`src/rtl/core/priority_acl_signal_filter_macros.svh`:
```
// Assertion helpers shared by the filter RTL.
`ifndef PRIORITY_ACL_SIGNAL_FILTER_MACROS_SVH
`define PRIORITY_ACL_SIGNAL_FILTER_MACROS_SVH

// Same-cycle implication.
`define PASF_ASSERT_IMPL(lbl, clk, rst, ante, cons, msg) \
  lbl: assert property (@(posedge clk) disable iff (rst) (ante) |-> (cons)) else $error(msg);

// Next-cycle implication.
`define PASF_ASSERT_NEXT(lbl, clk, rst, ante, cons, msg) \
  lbl: assert property (@(posedge clk) disable iff (rst) (ante) |=> (cons)) else $error(msg);

`endif

```
`src/rtl/core/pasf_pkg.sv`:
```
package pasf_pkg;

  localparam int DEF_ENTITIES = 16;
  localparam int DEF_RULES    = 16;

  localparam int IN_W   = 64;
  localparam int OUT_W  = 48;
  localparam int RULE_W = 42;
  localparam int ADDR_W = 5;

  typedef enum logic [3:0] {
    MODE_CHECK         = 4'd0,
    MODE_ADD           = 4'd1,
    MODE_REMOVE        = 4'd2,
    MODE_CLEAR         = 4'd3,
    MODE_SET_DEFAULT   = 4'd4,
    MODE_SET_TRANSFORM = 4'd5,
    MODE_READ_STAT     = 4'd6,
    MODE_CLEAR_STATS   = 4'd7,
    MODE_RESET         = 4'd8
  } mode_t;

  localparam logic [1:0] VERDICT_DENY      = 2'd0;
  localparam logic [1:0] VERDICT_ALLOW     = 2'd1;
  localparam logic [1:0] VERDICT_LOG       = 2'd2;
  localparam logic [1:0] VERDICT_TRANSFORM = 2'd3;

  localparam logic [2:0] STAT_CHECKED     = 3'd0;
  localparam logic [2:0] STAT_ALLOWED     = 3'd1;
  localparam logic [2:0] STAT_DENIED      = 3'd2;
  localparam logic [2:0] STAT_LOGGED      = 3'd3;
  localparam logic [2:0] STAT_DEFAULT     = 3'd4;
  localparam logic [2:0] STAT_TRANSFORMED = 3'd5;
  localparam int         STAT_NUM         = 6;

  localparam logic [2:0] REG_SRC_ANY      = 3'd0;
  localparam logic [2:0] REG_SRC_LOCAL    = 3'd1;
  localparam logic [2:0] REG_SRC_EXTERNAL = 3'd2;
  localparam logic [2:0] REG_SIG_ANY      = 3'd3;
  localparam logic [2:0] REG_SIG_SYSTEM   = 3'd4;
  localparam logic [2:0] REG_SIG_USER     = 3'd5;

  localparam logic [15:0] RST_ANY      = 16'hFFFF;
  localparam logic [15:0] RST_LOCAL    = 16'hFFFE;
  localparam logic [15:0] RST_EXTERNAL = 16'hFFFD;

  localparam logic [15:0] SIG_SYS_LO  = 16'h0001;
  localparam logic [15:0] SIG_SYS_HI  = 16'h00FF;
  localparam logic [15:0] SIG_USER_LO = 16'h0100;

  typedef enum logic [3:0] {
    ST_IDLE, ST_PREP, ST_KRD, ST_KCMP, ST_ENT, ST_IRD, ST_IWAIT, ST_DISP,
    ST_RRD, ST_RCMP, ST_SRD, ST_SWR, ST_INS, ST_IWR, ST_CFIN, ST_DONE
  } state_t;

  typedef struct packed {
    logic load;
    logic prep;
    logic key_rd;
    logic key_cmp;
    logic alloc;
    logic info_rd;
    logic info_ld;
    logic scan_init;
    logic full;
    logic rule_rd;
    logic idx_inc;
    logic chk_take;
    logic pos_take;
    logic rem_cmp;
    logic rem_end;
    logic shift_rd;
    logic shift_wr;
    logic ins;
    logic upd;
    logic info_wr;
    logic chk_fin;
    logic done_ld;
  } cmd_t;

  typedef struct packed {
    logic [3:0] mode;
    logic       ready;
    logic       key_more;
    logic       key_hit;
    logic       found;
    logic       table_full;
    logic       count_full;
    logic       rule_more;
    logic       chk_hit;
    logic       pos_hit;
    logic       shift_more;
    logic       out_free;
  } stat_t;

  function automatic logic src_match(input logic [15:0] pat, input logic [15:0] v,
                                     input logic [15:0] any, input logic [15:0] loc,
                                     input logic [15:0] ext, input logic [8:0] ents);
    logic r;
    if (pat == any) r = 1'b1;
    else if (pat == loc) r = (v >= 16'd1) && (v <= {7'd0, ents});
    else if (pat == ext) r = (v == 16'd0) || (v > {7'd0, ents});
    else r = (pat == v);
    return r;
  endfunction

  function automatic logic sig_match(input logic [15:0] pat, input logic [15:0] v,
                                     input logic [15:0] any, input logic [15:0] sys,
                                     input logic [15:0] usr);
    logic r;
    if (pat == any) r = 1'b1;
    else if (pat == sys) r = (v >= SIG_SYS_LO) && (v <= SIG_SYS_HI);
    else if (pat == usr) r = (v >= SIG_USER_LO);
    else r = (pat == v);
    return r;
  endfunction

endpackage

```
`src/rtl/core/pasf_ctrl.sv`:
```
module pasf_ctrl (
  input  logic            clk,
  input  logic            rst,
  input  logic            s_tvalid,
  output logic            s_tready,
  input  pasf_pkg::stat_t stat,
  output pasf_pkg::cmd_t  cmd
);
  import pasf_pkg::*;

  state_t state, state_next;
  logic   needs_slot;

  assign needs_slot = stat.mode inside {MODE_ADD, MODE_CLEAR, MODE_SET_DEFAULT,
                                        MODE_SET_TRANSFORM};

  always_ff @(posedge clk) begin
    if (rst) begin
      state <= ST_IDLE;
    end else begin
      state <= state_next;
    end
  end

  always_comb begin
    state_next = state;
    case (state)
      ST_IDLE:  if (s_tvalid) state_next = ST_PREP;
      ST_PREP:  state_next = ST_KRD;
      ST_KRD:   state_next = stat.key_more ? ST_KCMP : ST_ENT;
      ST_KCMP:  state_next = stat.key_hit ? ST_ENT : ST_KRD;
      ST_ENT: begin
        if (stat.found) state_next = ST_IRD;
        else if (needs_slot && stat.table_full) state_next = ST_DONE;
        else state_next = ST_DISP;
      end
      ST_IRD:   state_next = ST_IWAIT;
      ST_IWAIT: state_next = ST_DISP;
      ST_DISP: begin
        case (stat.mode)
          MODE_CHECK:  state_next = (stat.ready && stat.found) ? ST_RRD : ST_CFIN;
          MODE_ADD:    state_next = stat.count_full ? ST_DONE : ST_RRD;
          MODE_REMOVE: state_next = stat.found ? ST_RRD : ST_DONE;
          MODE_CLEAR, MODE_SET_DEFAULT, MODE_SET_TRANSFORM: state_next = ST_IWR;
          default:     state_next = ST_DONE;
        endcase
      end
      ST_RRD: begin
        if (stat.rule_more) state_next = ST_RCMP;
        else if (stat.mode == MODE_CHECK) state_next = ST_CFIN;
        else if (stat.mode == MODE_ADD) state_next = ST_SRD;
        else state_next = ST_IWR;
      end
      ST_RCMP: begin
        if (stat.mode == MODE_CHECK && stat.chk_hit) state_next = ST_CFIN;
        else if (stat.mode == MODE_ADD && stat.pos_hit) state_next = ST_SRD;
        else state_next = ST_RRD;
      end
      ST_SRD:   state_next = stat.shift_more ? ST_SWR : ST_INS;
      ST_SWR:   state_next = ST_SRD;
      ST_INS:   state_next = ST_IWR;
      ST_IWR:   state_next = ST_DONE;
      ST_CFIN:  state_next = ST_DONE;
      ST_DONE:  if (stat.out_free) state_next = ST_IDLE;
      default:  state_next = ST_IDLE;
    endcase
  end

  always_comb begin
    cmd      = '0;
    s_tready = 1'b0;
    case (state)
      ST_IDLE: begin
        s_tready = 1'b1;
        cmd.load = s_tvalid;
      end
      ST_PREP:  cmd.prep = 1'b1;
      ST_KRD:   cmd.key_rd = stat.key_more;
      ST_KCMP:  cmd.key_cmp = 1'b1;
      ST_ENT: begin
        if (stat.found) cmd.info_rd = 1'b1;
        else if (needs_slot && stat.table_full) cmd.full = 1'b1;
        else if (needs_slot) cmd.alloc = 1'b1;
      end
      ST_IWAIT: cmd.info_ld = 1'b1;
      ST_DISP: begin
        cmd.scan_init = 1'b1;
        case (stat.mode)
          MODE_ADD: cmd.full = stat.count_full;
          MODE_CLEAR, MODE_SET_DEFAULT, MODE_SET_TRANSFORM: cmd.upd = 1'b1;
          default: ;
        endcase
      end
      ST_RRD: begin
        cmd.rule_rd = stat.rule_more;
        cmd.rem_end = !stat.rule_more && (stat.mode == MODE_REMOVE);
      end
      ST_RCMP: begin
        case (stat.mode)
          MODE_CHECK: begin
            cmd.chk_take = stat.chk_hit;
            cmd.idx_inc  = !stat.chk_hit;
          end
          MODE_ADD: begin
            cmd.pos_take = stat.pos_hit;
            cmd.idx_inc  = !stat.pos_hit;
          end
          default: cmd.rem_cmp = 1'b1;
        endcase
      end
      ST_SRD:   cmd.shift_rd = stat.shift_more;
      ST_SWR:   cmd.shift_wr = 1'b1;
      ST_INS:   cmd.ins = 1'b1;
      ST_IWR:   cmd.info_wr = 1'b1;
      ST_CFIN:  cmd.chk_fin = 1'b1;
      ST_DONE:  cmd.done_ld = stat.out_free;
      default: ;
    endcase
  end

endmodule

```
`config.mk`:
```
export PLATFORM = sky130hd
export DESIGN_NAME = pasf_ctrl
export DESIGN_NICKNAME = d
export VERILOG_FILES = /design/src/rtl/core/priority_acl_signal_filter_macros.svh /design/src/rtl/core/pasf_pkg.sv /design/src/rtl/core/pasf_ctrl.sv
export SDC_FILE = /design/constraint.sdc
export NUM_CORES = 1
export LEC_CHECK = 0
export BUFFER_PORTS_ARGS = -buffer_cell sky130_fd_sc_hd__buf_2
export CORE_MARGIN = 1.5
export CORE_UTILIZATION = 37
export CTS_CLUSTER_DIAMETER = 40
export CTS_CLUSTER_SIZE = 12
export DETAILED_ROUTE_END_ITERATION = 8
export GPL_ROUTABILITY_DRIVEN = 0
export PLACE_DENSITY = 0.75
export SLEW_MARGIN = 20
export SYNTH_ARGS = -nofsm -noshare
export SYNTH_HDL_FRONTEND = slang
export SYNTH_SLANG_ARGS = --single-unit
```
`constraint.sdc`:
```
create_clock -name clk -period 1.25 [get_ports clk]
set_input_delay 0.25 -clock clk [delete_from_list [all_inputs] [get_ports clk]]
set_output_delay 0.25 -clock clk [all_outputs]
set_load 0.03 [all_outputs]
```
==> results.cfg, run 1 <==
[clocking]
cts_made_buffers = 3
cts-resized-gates = 85
holdBufCountCts = 0
htree_levels = 1
post-cts-setup-buffers = 18
cts.sinks = 4
clockRootBuffer = clkbuf_4
cts_max_path_buffers = 2

[floorplanning]
pin_count = 41
start_util = 0.405
die_w_um = 44.1
die_height_um = 44.1
rows = 14

[placement]
hpwlAfterDp_um = 2050
dpl_cell_area_sq_mm = 0.00124
io_buffer_count = 40
post-place-ws_ps = -375

[synth]
avgSynthCellArea_sq_um = 6.00
ys_seq_elements = 4
syn-num-nets = 122
synthCells = 104
yosys_warnings = 0
synthDistinctLibCells = 30
syn-cell-area_sq_um = 624
ys_seq_area_frac = 0.128

[outcome]
error = [ERROR DPL-0038] Utilization greater than 100%, impossible to legalize
lastStage = 4_1_cts
status = did not finish
## per-stage QoR
stage / hold WS [ps] / utilization / setup TNS (ps) / instances
after floorplan: 312 / - / -3140 / 104
after global placement: 459 / 0.804 / -3870 / 188
after detailed placement: 465 / 0.804 / -4420 / 188
## Yosys cell counts (all sizes together)
| library cell | number | area share |
|---|---|---|
| a21o | 2 | 0.024 |
| a211o | 1 | 0.014 |
| nor2 | 14 | 0.084 |
| nand3 | 4 | 0.032 |
| nand2 | 15 | 0.090 |
| nor3 | 10 | 0.088 |
| mux2i | 1 | 0.016 |
| o22ai | 1 | 0.010 |
| nand2b | 3 | 0.030 |
| nor3b | 1 | 0.012 |
| a221oi | 2 | 0.028 |
| and3 | 3 | 0.030 |
| a2111oi | 3 | 0.042 |
| nand4 | 1 | 0.010 |
| nor2b | 8 | 0.080 |
| and2 | 1 | 0.010 |
| o21ai | 4 | 0.032 |
| and2b | 1 | 0.016 |
| o41a | 1 | 0.018 |
| a211oi | 2 | 0.032 |
| clkbuf | 4 | 0.024 |
| a22o | 1 | 0.014 |
| nor4 | 2 | 0.020 |
| buf | 2 | 0.016 |
| dfxtp | 4 | 0.13 |
| inv | 5 | 0.030 |
| o211ai | 1 | 0.012 |
| a21oi | 7 | 0.056 |
## cells by family after synthesis
logic type / after synthesis / share of synthesized area
multiplexers: 1 / 0.0160
buffers and inverters: 11 / 0.0701
AO/OA/AOI/OAI: 25 / 0.283
flip-flops: 4 / 0.128
AND/OR/NAND/NOR: 63 / 0.503
==> inputs of run 2 (changes only) <==
Settings changed: CORE_AREA set to 2 2 63 65, CORE_MARGIN 1.5 to unset, CORE_UTILIZATION 37 to unset, CTS_CLUSTER_DIAMETER 40 to unset, CTS_CLUSTER_SIZE 12 to unset, DIE_AREA set to 0 0 65 67, PLACE_DENSITY 0.75 to unset, PLACE_DENSITY_LB_ADDON set to 0.15.
Clock period 1.25 ns to 1.6 ns, I/O delays scaled along.
==> results.cfg, run 2 <==
[job]
maxCapViolCount = 0

[synth]
synth_compound_area_frac = 0.283
yosys.area.top_type = dfxtp_1
avgSynthCellArea_sq_um = 6.00
syn-cell-area_sq_um = 624
synthDistinctLibCells = 30
synthSimpleGateAreaFrac = 0.503
yosys_warnings = 0
synth_top_family_by_area = simple AND/OR/NAND/NOR gates
synth_xor_area_frac = 0
synth_most_common_cell = nand2_1
synth_edf_count = 0
ys_seq_elements = 4
async_flop_share = 0
synth_common_cells = 15 x nand2_1, 14 x nor2_1, 9 x nor3_1, 8 x nor2b_1, 7 x a21oi_1
syn-num-nets = 122
synthCells = 104
synth_mux_area_frac = 0.0160
synthTopCellsByArea = dfxtp_1 13%, nand2_1 9.0%, nor2_1 8.4%, nor2b_1 8.0%, nor3_1 7.2%
yosys_most_used_dff = dfxtp_1
synthAdderAreaFrac = 0
synth_top_area_frac = 0.128
ys_seq_area_frac = 0.128

[outcome]
status = finished, violations left
violations = setup timing

[final_layout]
layout_common_cells = 32 x buf_4, 23 x buf_2, 20 x buf_6, 12 x nand2_1, 10 x nor2_1
diodes = 0
filler_cell_count = 391
fin_cells = 225
layout-drive-gt1-share = 0.650
largest_reg_flops = 4
nets = 197
reg_top3 = state: 4 flops
syn2layout_area_growth_pct = 143
final_common_cell = buf_4
largest_register = state

[setup_path]
cp.arrival_ps = 1350
critical_path_class = reg -> out
r2r-end = state[2]
worstSetupStartpointType = flip-flop
r2r_start = state[3]
crit_required_ps = 1280
worstSetupEndpointType = primary output
crit_start = state[3]
r2r_cells = 7
path_max_fanout = 5
r2r_slack_ps = 90

[timing]
timing.final.crit_share = 1.04
setup_violations = 6
drv_slew = 0
fin_skew_ps = 1.27
hold_viol = 0
fmax_ghz = 0.599
worst_pin_slew_ps = 420
hold_slack_ps = 313
worst_slew_margin_rel = 0.713
layout_setup_ws_ps = -70.0
min_period_ps = 1670
rsz0062_at_grt = yes

[clocking]
cts_max_path_buffers = 2
holdBufCountCts = 0
insertion_delay_ps = 210
cts_tree = built
cts.sinks = 4
cts_made_buffers = 3
clk_pin_slew_ps = 30
clockRootBuffer = clkbuf_8
htree_levels = 1

[route]
drc = 0
first_pass_iters = 3
vias_per_cell = 4.42
first_iter_violations = 20
routedWlPerCell_um = 12.6
wl_um = 2830
final_antenna_net_count = 0
vias = 995

[grt]
grt_max_degree = 14
track_usage = 0.125
grt_pass1_vias = 974
grt_pass1_wl_um = 4330
grt_remaining_overflow = 0
antenna_found_initial = 0

[hold_path]
hold_path_depth = 2
worstHoldStart = rst
hold_class = in -> reg
min_to = state[3]

[pwr]
leakage_nw = 0.674
power_mw = 0.959
cellPowerDensity_mw_per_mm2 = 631
ir_worst_vdd_mv = 0.193

[floorplanning]
rows = 22
die_w_um = 65
pin_count = 41
start_util = 0.173
coreArea_sq_mm = 0.00361
dieArea_sq_mm = 0.00436
die_height_um = 67

[placement]
hpwlAfterDp_um = 2200
io_buffer_count = 40
placed_cells = 215
[run 2: power breakdown]
| group | switching [mW] | total (mW) | internal, mW |
|---|---|---|---|
| clock network | 0.0494 | 0.210 | 0.160 |
| registers | 0.0356 | 0.155 | 0.119 |
| logic | 0.295 | 0.595 | 0.300 |
| total | 0.380 | 0.959 | 0.579 |
[run 2: final cells by class]
class | instances | area [sq um] | share of cell area
multi-input combinational | 89 | 714 | 0.470
timing repair buffer | 76 | 588 | 0.387
sequential | 4 | 95.1 | 0.0626
tap | 48 | 60.1 | 0.0395
clock buffer | 3 | 41.3 | 0.0272
inverter | 5 | 21.3 | 0.0140
[run 2: how the worst max path moves through the flow]
stage | slack [ps] | depth (start not counted) | endpoint
detailed placement | -100 | 7 | cmd[13]
floorplan | -190 | 3 | cmd[21]
global route | -140 | 7 | cmd[13]
finish | -70 | 5 | cmd[3]
global placement | -90 | 7 | cmd[13]
CTS | -50 | 7 | cmd[13]
[run 2: repair_timing]
action,CTS,global route
pin swaps,10,5
setup buffers,4,4
endpoints found under the setup margin,18,17
resized for setup,50,29
[run 2: through the flow]
step	area, sq um	utilization	setup TNS (ps)	worst slack [ps]
2_1_floorplan	718	-	-468	-187
5_1_grt	1520	0.422	-902	-144
3_5_place_dp	1160	0.322	-350	-96.5
3_3_place_gp	1160	0.322	-419	-88.6
6_report	1520	0.422	-247	-70.0
4_1_cts	1400	0.387	-218	-50.0
[run 2: layer usage]
metal	vias to the layer above	part of all wire	GRT usage
met4	0	0	0.0319
met5	-	0	0
met3	0	0.032	0.00676
met1	449	0.45	0.164
met2	24	0.52	0.222
li1	522	-	-
[run 2: kinds of logic (layout without fill, tap and decap cells)]
family | Yosys count | count (layout)
and+or+nand+nor | 63 | 63
DFF | 4 | 4
buffers and inverters | 11 | 84
muxes | 1 | 1
AOI/OAI and AO/OA | 25 | 25
[run 2: worst max-delay path: stages, from the launching register on]
cell	delay [ps]
dfxtp_4	360
buf_6	130
nor2b_4	140
nand3_4	110
nor3_4	240
buf_6	160
Power figures use the tool's default switching activity.
